--- src/rtl/core/mfbp_pkg.sv ---
`timescale 1ns / 1ps
// ----------------------------------------------------------------------------
// MSB-first bit packer package
// Shared opcodes, widths and the job record that passes from the front end
// through the job queue to the byte emitter.
// ----------------------------------------------------------------------------
package mfbp_pkg;

	localparam logic OP_WRITE = 1'b0;
	localparam logic OP_FLUSH = 1'b1;

	localparam int VALUE_BITS     = 32;
	localparam int COUNT_BITS     = 6;
	localparam int BYTE_BITS      = 8;
	localparam int PEND_BITS      = BYTE_BITS - 1;
	localparam int PCNT_BITS      = 3;
	localparam int MAX_WRITE_BITS = 32;
	localparam int WRITE_CAP      = (MAX_WRITE_BITS < VALUE_BITS) ? MAX_WRITE_BITS : VALUE_BITS;

	// Pending bits plus one full write, right aligned.
	localparam int WORD_BITS  = VALUE_BITS + PEND_BITS;
	localparam int ALIGN_BITS = WORD_BITS + 1;
	localparam int EMIT_BITS  = 4 * BYTE_BITS;
	localparam int NB_BITS    = 3;

	typedef struct packed {
		logic [WORD_BITS-1:0]  word;
		logic [COUNT_BITS-1:0] total;
		logic [NB_BITS-1:0]    nbytes;
	} job_t;

endpackage

--- src/rtl/core/mfbp_front.sv ---
`timescale 1ns / 1ps
// ----------------------------------------------------------------------------
// MSB-first bit packer front end
// Accepts write and flush transactions, merges them with the pending partial
// byte and hands every transaction that yields bytes to the job queue.
// ----------------------------------------------------------------------------
module mfbp_front
	import mfbp_pkg::*;
(
	input  logic                  clk,
	input  logic                  arst_n,
	input  logic                  in_valid,
	output logic                  in_stall,
	input  logic                  opcode,
	input  logic [VALUE_BITS-1:0] value,
	input  logic [COUNT_BITS-1:0] bit_count,
	input  logic                  q_full,
	output logic                  push,
	output job_t                  push_job
);

	logic [PEND_BITS-1:0]  pend_bits_q;
	logic [PCNT_BITS-1:0]  pend_cnt_q;
	logic [COUNT_BITS-1:0] n_eff;
	logic [VALUE_BITS-1:0] value_masked;
	logic [WORD_BITS-1:0]  merged;
	logic [COUNT_BITS-1:0] total;
	logic [PEND_BITS-1:0]  keep_mask;
	logic                  accept;

	assign in_stall = q_full;
	assign accept   = in_valid && !q_full;

	assign n_eff        = (bit_count > COUNT_BITS'(WRITE_CAP)) ? COUNT_BITS'(WRITE_CAP) : bit_count;
	assign value_masked = value & ~({VALUE_BITS{1'b1}} << n_eff);
	assign merged       = (WORD_BITS'(pend_bits_q) << n_eff) | WORD_BITS'(value_masked);
	assign total        = COUNT_BITS'(pend_cnt_q) + n_eff;
	assign keep_mask    = PEND_BITS'((BYTE_BITS'(1) << total[PCNT_BITS-1:0]) - BYTE_BITS'(1));

	always_comb begin
		if (opcode == OP_FLUSH) begin
			// The padding falls out of left aligning a short byte in the emitter.
			push_job.word   = WORD_BITS'(pend_bits_q);
			push_job.total  = COUNT_BITS'(pend_cnt_q);
			push_job.nbytes = NB_BITS'(1);
			push            = accept;
		end else begin
			push_job.word   = merged;
			push_job.total  = total;
			push_job.nbytes = total[COUNT_BITS-1:PCNT_BITS];
			push            = accept && (total[COUNT_BITS-1:PCNT_BITS] != '0);
		end
	end

	always_ff @(posedge clk or negedge arst_n) begin
		if (!arst_n) begin
			pend_bits_q <= '0;
			pend_cnt_q  <= '0;
		end else if (accept) begin
			if (opcode == OP_FLUSH) begin
				pend_bits_q <= '0;
				pend_cnt_q  <= '0;
			end else begin
				pend_bits_q <= merged[PEND_BITS-1:0] & keep_mask;
				pend_cnt_q  <= total[PCNT_BITS-1:0];
			end
		end
	end

endmodule

--- src/rtl/core/mfbp_queue.sv ---
`timescale 1ns / 1ps
// ----------------------------------------------------------------------------
// MSB-first bit packer job queue
// Short first-in first-out store of jobs between the front end and the
// byte emitter.
// ----------------------------------------------------------------------------
module mfbp_queue
	import mfbp_pkg::*;
#(
	parameter int DEPTH = 4
) (
	input  logic clk,
	input  logic arst_n,
	input  logic push,
	input  job_t push_job,
	output logic full,
	input  logic pop,
	output logic head_valid,
	output job_t head_job
);

	localparam int PTR_W = $clog2(DEPTH);
	localparam int CNT_W = $clog2(DEPTH + 1);

	job_t             mem_q [DEPTH];
	logic [PTR_W-1:0] wr_ptr_q;
	logic [PTR_W-1:0] rd_ptr_q;
	logic [CNT_W-1:0] cnt_q;
	logic             do_push;
	logic             do_pop;

	assign full       = (cnt_q == CNT_W'(DEPTH));
	assign head_valid = (cnt_q != '0);
	assign head_job   = mem_q[rd_ptr_q];
	assign do_push    = push && !full;
	assign do_pop     = pop && head_valid;

	always_ff @(posedge clk) begin
		if (do_push) begin
			mem_q[wr_ptr_q] <= push_job;
		end
	end

	always_ff @(posedge clk or negedge arst_n) begin
		if (!arst_n) begin
			wr_ptr_q <= '0;
			rd_ptr_q <= '0;
			cnt_q    <= '0;
		end else begin
			if (do_push) begin
				wr_ptr_q <= (wr_ptr_q == PTR_W'(DEPTH - 1)) ? '0 : wr_ptr_q + PTR_W'(1);
			end
			if (do_pop) begin
				rd_ptr_q <= (rd_ptr_q == PTR_W'(DEPTH - 1)) ? '0 : rd_ptr_q + PTR_W'(1);
			end
			if (do_push && !do_pop) begin
				cnt_q <= cnt_q + CNT_W'(1);
			end else if (do_pop && !do_push) begin
				cnt_q <= cnt_q - CNT_W'(1);
			end
		end
	end

endmodule

--- src/rtl/core/mfbp_back.sv ---
`timescale 1ns / 1ps
// ----------------------------------------------------------------------------
// MSB-first bit packer byte emitter
// Left aligns each job and sends its bytes one per cycle, unless out_stall holds them,
// through an output register, marking the final byte of the job.
// ----------------------------------------------------------------------------
module mfbp_back
	import mfbp_pkg::*;
(
	input  logic                 clk,
	input  logic                 arst_n,
	input  logic                 head_valid,
	input  job_t                 head_job,
	output logic                 pop,
	output logic                 out_valid,
	input  logic                 out_stall,
	output logic [BYTE_BITS-1:0] out_byte,
	output logic                 last
);

	logic [EMIT_BITS-1:0]  data_q;
	logic [NB_BITS-1:0]    rem_q;
	logic                  busy_q;
	logic [BYTE_BITS-1:0]  out_byte_q;
	logic                  last_q;
	logic                  out_valid_q;
	logic                  emit;
	logic                  final_byte;
	logic [COUNT_BITS-1:0] shamt;
	logic [ALIGN_BITS-1:0] aligned;

	assign emit       = busy_q && (!out_valid_q || !out_stall);
	assign final_byte = (rem_q == NB_BITS'(1));
	// A new job is loaded as the last byte of the current one leaves.
	assign pop        = head_valid && (!busy_q || (emit && final_byte));

	assign shamt   = COUNT_BITS'(ALIGN_BITS) - head_job.total;
	assign aligned = ALIGN_BITS'(head_job.word) << shamt;

	assign out_valid = out_valid_q;
	assign out_byte  = out_byte_q;
	assign last      = last_q;

	always_ff @(posedge clk) begin
		if (pop) begin
			data_q <= aligned[ALIGN_BITS-1 -: EMIT_BITS];
		end else if (emit) begin
			data_q <= data_q << BYTE_BITS;
		end
		if (emit) begin
			out_byte_q <= data_q[EMIT_BITS-1 -: BYTE_BITS];
			last_q     <= final_byte;
		end
	end

	always_ff @(posedge clk or negedge arst_n) begin
		if (!arst_n) begin
			busy_q      <= 1'b0;
			rem_q       <= '0;
			out_valid_q <= 1'b0;
		end else begin
			if (pop) begin
				busy_q <= 1'b1;
				rem_q  <= head_job.nbytes;
			end else if (emit) begin
				busy_q <= !final_byte;
				rem_q  <= rem_q - NB_BITS'(1);
			end
			if (emit) begin
				out_valid_q <= 1'b1;
			end else if (!out_stall) begin
				out_valid_q <= 1'b0;
			end
		end
	end

endmodule

--- src/rtl/core/msb_first_bit_packer.sv ---
`timescale 1ns / 1ps
// Path: each byte passes through the job queue, the data register and the output register.
// Throughput: one input transaction per cycle while the job queue has room; the output side
// delivers one byte per cycle while out_stall is low, so a write that completes several
// bytes keeps the emitter busy and the queue of QUEUE_DEPTH jobs absorbs the difference.
// Reset: asynchronous, clears the pending partial byte, the queue and the output valid flag.
// ----------------------------------------------------------------------------
// MSB-first bit packer
// Packs variable-length codes into bytes, first bit in bit 7, with a flush
// that pads the partial byte with zeros.
// ----------------------------------------------------------------------------
module msb_first_bit_packer
	import mfbp_pkg::*;
#(
	parameter int QUEUE_DEPTH = 4
) (
	input  logic                  clk,
	input  logic                  arst_n,
	input  logic                  in_valid,
	output logic                  in_stall,
	input  logic                  opcode,
	input  logic [VALUE_BITS-1:0] value,
	input  logic [COUNT_BITS-1:0] bit_count,
	output logic                  out_valid,
	input  logic                  out_stall,
	output logic [BYTE_BITS-1:0]  out_byte,
	output logic                  last
);

	logic q_full;
	logic q_push;
	job_t q_push_job;
	logic q_pop;
	logic q_head_valid;
	job_t q_head_job;

	mfbp_front u_front (
		.clk      (clk),
		.arst_n   (arst_n),
		.in_valid (in_valid),
		.in_stall (in_stall),
		.opcode   (opcode),
		.value    (value),
		.bit_count(bit_count),
		.q_full   (q_full),
		.push     (q_push),
		.push_job (q_push_job)
	);

	mfbp_queue #(
		.DEPTH(QUEUE_DEPTH)
	) u_queue (
		.clk       (clk),
		.arst_n    (arst_n),
		.push      (q_push),
		.push_job  (q_push_job),
		.full      (q_full),
		.pop       (q_pop),
		.head_valid(q_head_valid),
		.head_job  (q_head_job)
	);

	mfbp_back u_back (
		.clk       (clk),
		.arst_n    (arst_n),
		.head_valid(q_head_valid),
		.head_job  (q_head_job),
		.pop       (q_pop),
		.out_valid (out_valid),
		.out_stall (out_stall),
		.out_byte  (out_byte),
		.last      (last)
	);

	a_flush_pushes: assert property (@(posedge clk) disable iff (!arst_n)
		(in_valid && !in_stall && opcode == OP_FLUSH) |-> q_push)
		else $error("flush transaction did not enter the job queue");

	a_no_push_full: assert property (@(posedge clk) disable iff (!arst_n)
		q_push |-> !q_full)
		else $error("job pushed into a full queue");

	a_pop_has_head: assert property (@(posedge clk) disable iff (!arst_n)
		q_pop |-> q_head_valid)
		else $error("job popped from an empty queue");

	a_job_no_gap: assert property (@(posedge clk) disable iff (!arst_n)
		(out_valid && !out_stall && !last) |=> out_valid)
		else $error("gap between bytes of one job");

endmodule
--- config.mk ---
export PLATFORM = sky130hd
export DESIGN_NAME = msb_first_bit_packer
export DESIGN_NICKNAME = d
export VERILOG_FILES = /design/src/rtl/core/mfbp_pkg.sv /design/src/rtl/core/mfbp_front.sv /design/src/rtl/core/mfbp_queue.sv /design/src/rtl/core/mfbp_back.sv /design/src/rtl/core/msb_first_bit_packer.sv
export SDC_FILE = /design/constraint.sdc
export NUM_CORES = 1
export LEC_CHECK = 0
export BUFFER_PORTS_ARGS = -buffer_cell sky130_fd_sc_hd__clkbuf_2
export CAP_MARGIN = 40
export CORE_MARGIN = 4
export CORE_UTILIZATION = 60
export CTS_CLUSTER_DIAMETER = 100
export DETAILED_ROUTE_END_ITERATION = 12
export GPL_ROUTABILITY_DRIVEN = 0
export PLACE_DENSITY = 0.78
export SYNTH_ARGS = -nofsm -noshare
export SYNTH_HDL_FRONTEND = slang
export SYNTH_HIERARCHICAL = 1
export SYNTH_SLANG_ARGS = --single-unit
--- constraint.sdc ---
create_clock -name clk -period 7.2 [get_ports clk]
set_input_delay 1.44 -clock clk [delete_from_list [all_inputs] [get_ports clk]]
set_output_delay 1.44 -clock clk [all_outputs]
set_load 0.005 [all_outputs]
## After elaboration in Yosys (flattened, before gate mapping)

Memory sizes are Yosys's and may differ from the RTL's.
Index checks and enable logic that the tools add are counted.

| cells by class | value |
|---|---|
| multipliers | 0 |
| reductions and logical operators | 22 |
| bitwise operators | 4 |
| magnitude comparators | 1 |
| equal/unequal tests | 5 |
| add/subtract/negate cells | 8 |
| divide/modulo/power cells | 0 |
| shifts and indexed selects | 4 |
| multiplexer cells | 19 |

Operators by type and width:

| operator | count |
|---|---|
| $mux 32 | 2 |
| $mux 48 | 1 |
| $shl 39x6->40 | 1 |
| $or 39x32->39 | 1 |
| $shl 7x6->39 | 1 |
| $and 32x32->32 | 1 |
| $not 32->32 | 1 |
| $shl 32x6->32 const A | 1 |
| $mux 3 | 5 |
| $logic_and 1x1->1 | 9 |
| $and 7x7->7 | 1 |
| $logic_not 1->1 | 7 |
| $mux 1 | 7 |
| $mux 7 | 1 |
| $shl 1x3->7 const A | 1 |
| $sub 7x2->7 const B | 1 |
| $add 3x6->6 | 1 |
| $gt 6x6->1 const B | 1 |
| $mux 6 | 1 |
| $reduce_bool 3->1 | 2 |
| $sub 3x1->3 const B | 2 |
| $sub 6x6->6 const A | 1 |
| $add 2x1->2 const B | 2 |
| $eq 2x2->1 const B | 2 |
| 7 further kinds | 10 |

| word-level totals | value |
|---|---|
| bits in latches | 0 |
| RAM bits | 192 |
| memory bits (read-only) | 0 |
| bits of input ports | 43 |
| memories | 1 |
| register bits | 63 |

Memory list:

| name | depth | width | rd ports | clocked after Yosys merged registers in | write ports | RTL line | text |
|---|---|---|---|---|---|---|---|
| u_queue.mem_q | 4 | 48 | 1 | 0 | 1 | mfbp_queue.sv:25 | `job_t mem_q [DEPTH];` |

## Depth between registers and ports, before layout

Gate-level depths: netlist of run 1.

| depth | value |
|---|---|
| depth in word-level cells | 11 |
| gate-level depth with buffers | 17 |
| depth with buffers taken out | 16 |

## Hierarchy

The synthesis of run 1 kept the hierarchy.

By module, submodules not included:

| module | area each (um^2) | instances | seq. area each (um^2) | cells an instance |
|---|---|---|---|---|
| mfbp_queue | 7444.6 | 1 | 5940.7 | 288 |
| mfbp_back | 4080.2 | 1 | 1356.3 | 417 |
| mfbp_front | 2329.7 | 1 | 250.2 | 344 |

## Worst setup path after synthesis of run 1

OpenSTA, ideal clock, no wires.

| timing | value |
|---|---|
| kind | in2reg |
| start | in bit_count[5] |
| end | mem u_queue/mem_q[3][0] (netlist bit) (enable) |
| arrival time | 4.776 ns |
| buffers on the path | 1 |
| cell stages on the path | 11 |
| path slack | 1.969 ns |
| required time | 6.746 ns |
| library setup time | 0.454 ns |
| cells stage by stage | nand2b_1 -> buf_2 -> inv_2 -> ha_1 -> nand4b_1 -> nand2_1 -> or3_1 -> mux2i_1 -> a21oi_1 -> nand2_1 -> nor2_1 |

| on the way | value |
|---|---|
| word-level cells in the longest chain between the ends | 9 |

Ends and longest elaborated chain:

| element | RTL line | text |
|---|---|---|
| start: declaration | msb_first_bit_packer.sv:23 | `input logic [COUNT_BITS-1:0] bit_count,` |
| $gt 6x6->1 | mfbp_front.sv:34 | `assign n_eff = (bit_count > COUNT_BITS'(WRITE_CAP)) ? COUNT_BITS'(WRITE_CAP) : bit_count;` |
| $mux 6 (*) | mfbp_front.sv:34 |  |
| $add 3x6->6 (*) | mfbp_front.sv:37 | `assign total = COUNT_BITS'(pend_cnt_q) + n_eff;` |
| $reduce_bool 3->1 (*) | mfbp_front.sv:51 | `push = accept && (total[COUNT_BITS-1:PCNT_BITS] != '0);` |
| $logic_and 1x1->1 (*) | mfbp_front.sv:51 |  |
| $mux 1 (*) | mfbp_front.sv:41 | `if (opcode == OP_FLUSH) begin` |
| via q_push | msb_first_bit_packer.sv:31 | `logic q_push;` |
| $logic_and 1x1->1 (*) | mfbp_queue.sv:35 | `assign do_push = push && !full;` |
| $mux 1 (*) | mfbp_queue.sv:39 | `if (do_push) begin` |
| $mux 1 (implied by the code) (*) | mfbp_queue.sv:40 | `mem_q[wr_ptr_q] <= push_job;` |
| end: declaration | mfbp_queue.sv:25 |  |

Mark *: on every way through the listed nets, which the timed path passes. The rest lies on a longest branch.

## Worst setup path in the final report of run 1

| timing | value |
|---|---|
| start | in bit_count[5] |
| end | mem u_queue/mem_q[0][44] (netlist bit) (enable) |

| on the way | value |
|---|---|
| word-level cells in the longest chain between the ends | 9 |

Ends and longest elaborated chain:

| element | RTL line | text |
|---|---|---|
| $gt 6x6->1 | mfbp_front.sv:34 |  |
| $mux 6 (*) | mfbp_front.sv:34 |  |
| $add 3x6->6 (*) | mfbp_front.sv:37 |  |
| $reduce_bool 3->1 (*) | mfbp_front.sv:51 |  |
| $logic_and 1x1->1 (*) | mfbp_front.sv:51 |  |
| $mux 1 (*) | mfbp_front.sv:41 |  |
| via q_push | msb_first_bit_packer.sv:31 |  |
| $logic_and 1x1->1 (*) | mfbp_queue.sv:35 |  |
| via u_queue.do_push | mfbp_queue.sv:29 | `logic do_push;` |
| $mux 1 (*) | mfbp_queue.sv:39 |  |
| $mux 1 (implied by the code) (*) | mfbp_queue.sv:40 |  |

Marked as above.

==> impl_metrics.toml, run 1 <==
[outcome]
status = "finished, final reports clean"

[worst_setup_path]
cp_slowest_cell = "and2_2"
cp.required_ns = 7.40
crit_arrival_ns = 5.34
reg2reg_to = "u_back/data_q[28]$_DFFE_PP_"
rrSetupSlack_ns = 2.41
cp-start-kind = "primary input"
slowest_delay_ns = 0.72
critical_path_class = "in -> reg"
path_cells = "clkbuf_2, nand2b_1, inv_2, ha_1, nand4b_1, nand2_1, or3_1, mux2i_1, a21oi_1, nor2b_2, and2_2, buf_4"
worst-path-max-fanout = 44
crit_path_end_kind = "flop"
r2r-start = "u_queue/rd_ptr_q[0]$_DFFE_PN0P_"
rr_worst_depth = 11
crit_path_end = "u_queue/mem_q[0][44]$_DFFE_PP_"
setup.worst_path.start = "bit_count[5]"

[clock_tree]
clockBufferDepth = 3
worstSkewPairLatency_ns = 0.54
numCtsBuffers = 26
post-cts-setup-buffers = 0
h-tree-depth = 1
cts_sinks = 255
cts_tree = "built"
cts_resized = 0
clk_pin_slew_ns = 0.06
ctsHoldBuffers = 0
cts_root_buffer = "clkbuf_16"

[drt]
vias_per_cell = 6.75
num_vias = 9263
first_iter_violations = 1066
wl_per_cell_um = 24.1
postRouteAntennaNets = 0
firstDrtPassIters = 5
drc = 0
routed_wl_um = 33100

[timing]
fmax_mhz = 195
slew_headroom_pct = 42.6
setup_viol = 0
fin_crit_ns = 5.14
period_share_pct = 71.4
grt_setup_unrepaired = "false"
finalClockSkew_ns = 0.0246
whs_ns = 0.418
tns_ns = 0
slew_viol_final = 0
worst_pin_slew_ns = 0.859
hold_viol = 0

[place]
portBuffers = 53
hpwlAfterDp_um = 22700
dpl-instance-area_um2 = 14200
post-place-cells = 1327

[layout]
fill_cells = 1599
antennaDiodeCount = 0
fin_area_um2 = 15000
drive_gt1_share_pct = 22.2
layout.nets = 1127
final_cells = 1373
area_growth_pct = 8.53

[floorplanning]
ioPinCount = 54
die_x_um = 160
fp.coreArea_um2 = 22700
fp-row-count = 55
die_h_um = 160
fp.dieArea_um2 = 25600
start_util_pct = 61.0

[power]
power_leakage_nw = 5.43
powerDensity_nw_per_um2 = 531
ir_worst_vdd_uv = 290
power_mw = 7.99

[yosys]
yosys-top-cells-area = "edfxtp_1 51%, mux4_2 11%, mux2i_1 5.6%, dfrtp_1 4.0%, nand2_1 2.5%"
syn_area_per_cell_um2 = 13.2
syn-num-nets = 1106
syn_inst = 1049
synthFlopType = "edfxtp_1"
async_flop_share_pct = 8.63
synthDistinctLibCells = 83
netlist_top_cells_count = "233 x edfxtp_1, 91 x nand2_1, 78 x nor2_1"
yosysTopAreaCellShare_pct = 50.5
synth-edff-count = 233
syn_area_um2 = 13900
synth_top_area_cell = "edfxtp_1"
synth_seq_area_share_pct = 54.5
ys_warn_count = 6
ys_ff_latch = 255
synth_most_common_cell = "edfxtp_1"

[min_path]
hold_path_class = "reg -> reg"
hp-start = "u_back/data_q[27]$_DFFE_PP_"

[grt]
antenna_found_initial = 0
grt_pass1_vias = 8904
grt_usage_pct = 25.6
grt_pass1_wl_um = 51700
grt_max_degree = 56
grt_overflow = 0

[run]
maxCapViolations = 0
critical path, delay by kind of cell:
family / cells / cell delay, ns
AOI/OAI and AO/OA: 1 / 0.25
adders and majority gates: 1 / 0.39
buffers and inverters: 3 / 1.27
muxes: 1 / 0.06
and+or+nand+nor: 6 / 1.88
where the power goes:
group | switching (mW) | internal (mW) | leakage [nW]
clock network | 0.564 | 0.706 | 0.401
logic | 2.62 | 1.87 | 2.56
registers | 0.155 | 2.07 | 2.48
stage by stage:
step	setup slack, ns	util, %
3_5_place_dp	1.61	62.6
3_3_place_gp	1.74	62.4
6_report	2.06	66.2
2_1_floorplan	1.97	-
4_1_cts	2.16	66.2
5_1_grt	1.81	66.2
cells in the final DEF (no fill, tap or decap), types with 14 or more instances in the layout:
| master | instances |
|---|---|
| nor2_1 | 77 |
| o21ai_0 | 39 |
| clkbuf_16 | 26 |
| mux2_2 | 29 |
| buf_4 | 15 |
| nand2_1 | 91 |
| clkbuf_2 | 53 |
| dfrtp_1 | 20 |
| nor3_1 | 21 |
| edfxtp_1 | 233 |
| a21oi_1 | 40 |
| o21ai_1 | 16 |
| mux2i_1 | 77 |
| nand2b_1 | 14 |
| mux4_2 | 70 |
| inv_1 | 18 |
cell type report:
type	count	area, um^2	share of cell area [%]
inverters	23	86.3	0.574
repair buffers	72	440	2.93
well taps	285	357	2.37
flip-flops and latches	255	7550	50.2
multi-input cells	692	5790	38.5
clock inverters	19	156	1.04
clock buffers	27	654	4.35
state kept, by name, indices dropped and copies added (netlist names):
name,cells
u_queue/rd_ptr_q,2
u_queue/mem_q,192
u_queue/wr_ptr_q,2
u_queue/cnt_q,3
u_back/busy_q,1
u_back/out_byte,8
u_back/out_valid,1
u_back/data_q,32
u_back/last,1
u_front/pend_cnt_q,3
u_front/pend_bits_q,7
u_back/rem_q,3
cell families after synthesis:
family	synth area share, %
buffers and inverters	3.89
AO/OA/AOI/OAI	9.68
XOR/XNOR	0.876
adder cells (fa/ha/maj)	1.39
multiplexers	19.8
flip-flops	54.5
AND/OR/NAND/NOR	9.92
per-layer routing:
layer | vias up | track usage, % | wire length (um)
met1 | 4468 | 35.8 | 13000
met3 | 99 | 3.20 | 2830
met2 | 564 | 42.4 | 16100
met4 | 0 | 8.02 | 1160
li1 | 4132 | - | -
met5 | - | 0 | 0
worst min-delay path by stage:
stage	endpoint	slack [ns]	cells after the start
final	u_back/out_byte[3]$_DFFE_PP_	0.42	0
after global routing	u_back/out_byte[6]$_DFFE_PP_	0.43	0
after CTS	u_back/out_byte[3]$_DFFE_PP_	0.42	0
after detailed placement	u_back/out_byte[3]$_DFFE_PP_	0.41	0
after global placement	u_back/out_byte[3]$_DFFE_PP_	0.40	0
after floorplan	u_back/out_byte[0]$_DFFE_PP_	0.40	0
No activity file was read; power rests on OpenSTA's default activity.
==> run 2: changes to the inputs <==
- clock period: 7.2 -> 4.9 ns (I/O delays scaled with it)
==> run 2 against run 1 <==
  * Clock power grew 47%
  * Die area is the same
  * Total power grew 48%
  * First-iteration DRC count grew 12%
  * Register-to-register slack lost 1.6 ns
  * Critical path type is now reg -> reg
==> impl_metrics.toml, run 2 (synthesis gave the netlist of run 1 again) <==
[outcome]
status = "finished, final reports clean"

[clock_tree]
post-cts-setup-buffers = 0
cts_resized = 0
clockBufferDepth = 3
cts_tree = "built"
cts_root_buffer = "clkbuf_16"
h-tree-depth = 1
numCtsBuffers = 26
cts_sinks = 255
ctsHoldBuffers = 0
clk_pin_slew_ns = 0.06
worstSkewPairLatency_ns = 0.55

[drt]
firstDrtPassIters = 6
wl_per_cell_um = 24.0
num_vias = 9324
first_iter_violations = 1193
routed_wl_um = 33200
drc = 0
vias_per_cell = 6.74
postRouteAntennaNets = 0

[floorplanning]
fp.coreArea_um2 = 22700
die_h_um = 160
start_util_pct = 61.0
fp-row-count = 55
die_x_um = 160
fp.dieArea_um2 = 25600
ioPinCount = 54

[worst_setup_path]
cpLargestDelayFamily = "simple AND/OR/NAND/NOR gates"
critical_path_class = "reg -> reg"
crit_arrival_ns = 4.50
critPathBufInv = 1
crit_cells = 8
cp-start-kind = "flop"
path_cells = "buf_4, mux4_2, o31a_1, o21ai_0, and2_1, nand3_1, nor3_1, a221o_1"
worst-path-max-fanout = 28
rr_worst_depth = 8
slowest_delay_ns = 0.68
cp_slowest_cell = "mux4_2"
crit_path_end_kind = "flop"
cp.required_ns = 5.31

[layout]
regMostFlops = "u_queue/mem_q"
fin_area_um2 = 15100
final_cell_mix = "233 x edfxtp_1, 91 x nand2_1, 77 x nor2_1, 77 x mux2i_1, 70 x mux4_2"
drive_gt1_share_pct = 22.3
final_common_cell = "edfxtp_1"
largest_reg_flops = 192
antennaDiodeCount = 0
layout.nets = 1135
area_growth_pct = 9.03

[timing]
finalClockSkew_ns = 0.0138
setup_viol = 0
tns_ns = 0
grt_setup_unrepaired = "false"
fmax_mhz = 245
slew_headroom_pct = 40.3
fin_ws_ns = 0.812
slew_viol_final = 0
hold_viol = 0
worst_pin_slew_ns = 0.892
fin_crit_ns = 4.09
whs_ns = 0.418
period_share_pct = 83.4

[grt]
grt_max_degree = 49
grt_overflow = 0
grt_usage_pct = 26.0
grt_pass1_wl_um = 52500
grt_pass1_vias = 9045
antenna_found_initial = 0

[power]
power_leakage_nw = 5.46
power_mw = 11.8
ir_worst_vdd_uv = 497
powerDensity_nw_per_um2 = 781

[place]
dp_slack_ns = 0.588
hpwlAfterDp_um = 23200
dpl-instance-area_um2 = 14300
portBuffers = 53

[run]
maxCapViolations = 0

[min_path]
hold_path_class = "reg -> reg"
min_path_cells = 0
run 2: cell count changes in the layout (fill, tap and decap cells not counted), moves of 3 or more:
cell      delta
clkinv_1     -3
clkbuf_8     +4
clkinv_4     -3
buf_12       +3
clkinv_2     -4
clkbuf_1    +10
buf_4        +9
run 2: area by class of cell:
| cell class | count | area (um^2) |
|---|---|---|
| clock buffers | 41 | 747 |
| clock inverters | 7 | 68.8 |
| fillers | 1604 | 7600 |
| inverters | 23 | 86.3 |
| multi-input cells | 692 | 5790 |
| flip-flops and latches | 255 | 7550 |
| well taps | 285 | 357 |
| repair buffers | 80 | 505 |
run 2: path summary, 6_finish.rpt:
path | start | end | slack (ns)
min in group asynchronous | arst_n | u_back/out_valid$_DFFE_PN0P_ | 0.43
worst min-delay path | u_back/data_q[24]$_DFFE_PP_ | u_back/out_byte[0]$_DFFE_PP_ | 0.42
worst min register to register | u_back/data_q[24]$_DFFE_PP_ | u_back/out_byte[0]$_DFFE_PP_ | 0.42
worst max-delay path | u_queue/rd_ptr_q[0]$_DFFE_PN0P_ | u_back/data_q[15]$_DFFE_PP_ | 0.81
max in group asynchronous | arst_n | u_queue/rd_ptr_q[0]$_DFFE_PN0P_ | 4.00
worst max register to register | u_queue/rd_ptr_q[0]$_DFFE_PN0P_ | u_back/data_q[15]$_DFFE_PP_ | 0.81
run 2: stage by stage:
| stage | instances | utilization [%] |
|---|---|---|
| 2_1_floorplan | 1049 | - |
| 3_3_place_gp | 1335 | 62.9 |
| 3_5_place_dp | 1335 | 62.9 |
| 4_1_cts | 1383 | 66.5 |
| 5_1_grt | 1383 | 66.5 |
| 6_report | 1383 | 66.5 |
run 2: per-layer routing:
metal,GRT usage (%),share of wire (%)
met5,0,0
met3,2.81,7.2
met2,41.9,47
met1,36.8,41
met4,10.3,4.4
run 2: report_power, final:
part | internal [mW] | total (mW) | switching [mW] | leakage (nW)
clock | 1.06 | 1.87 | 0.812 | 0.392
sequential | 3.04 | 3.28 | 0.232 | 2.48
combinational | 2.78 | 6.65 | 3.88 | 2.59
run 2: worst reg2reg max path, cell delays in order (launching register included):
cell and delay [ns]:
dfrtp_4 0.44, buf_4 0.47, mux4_2 0.69, o31a_1 0.36, o21ai_0 0.32, and2_1 0.50
nand3_1 0.64, nor3_1 0.38, a221o_1 0.15
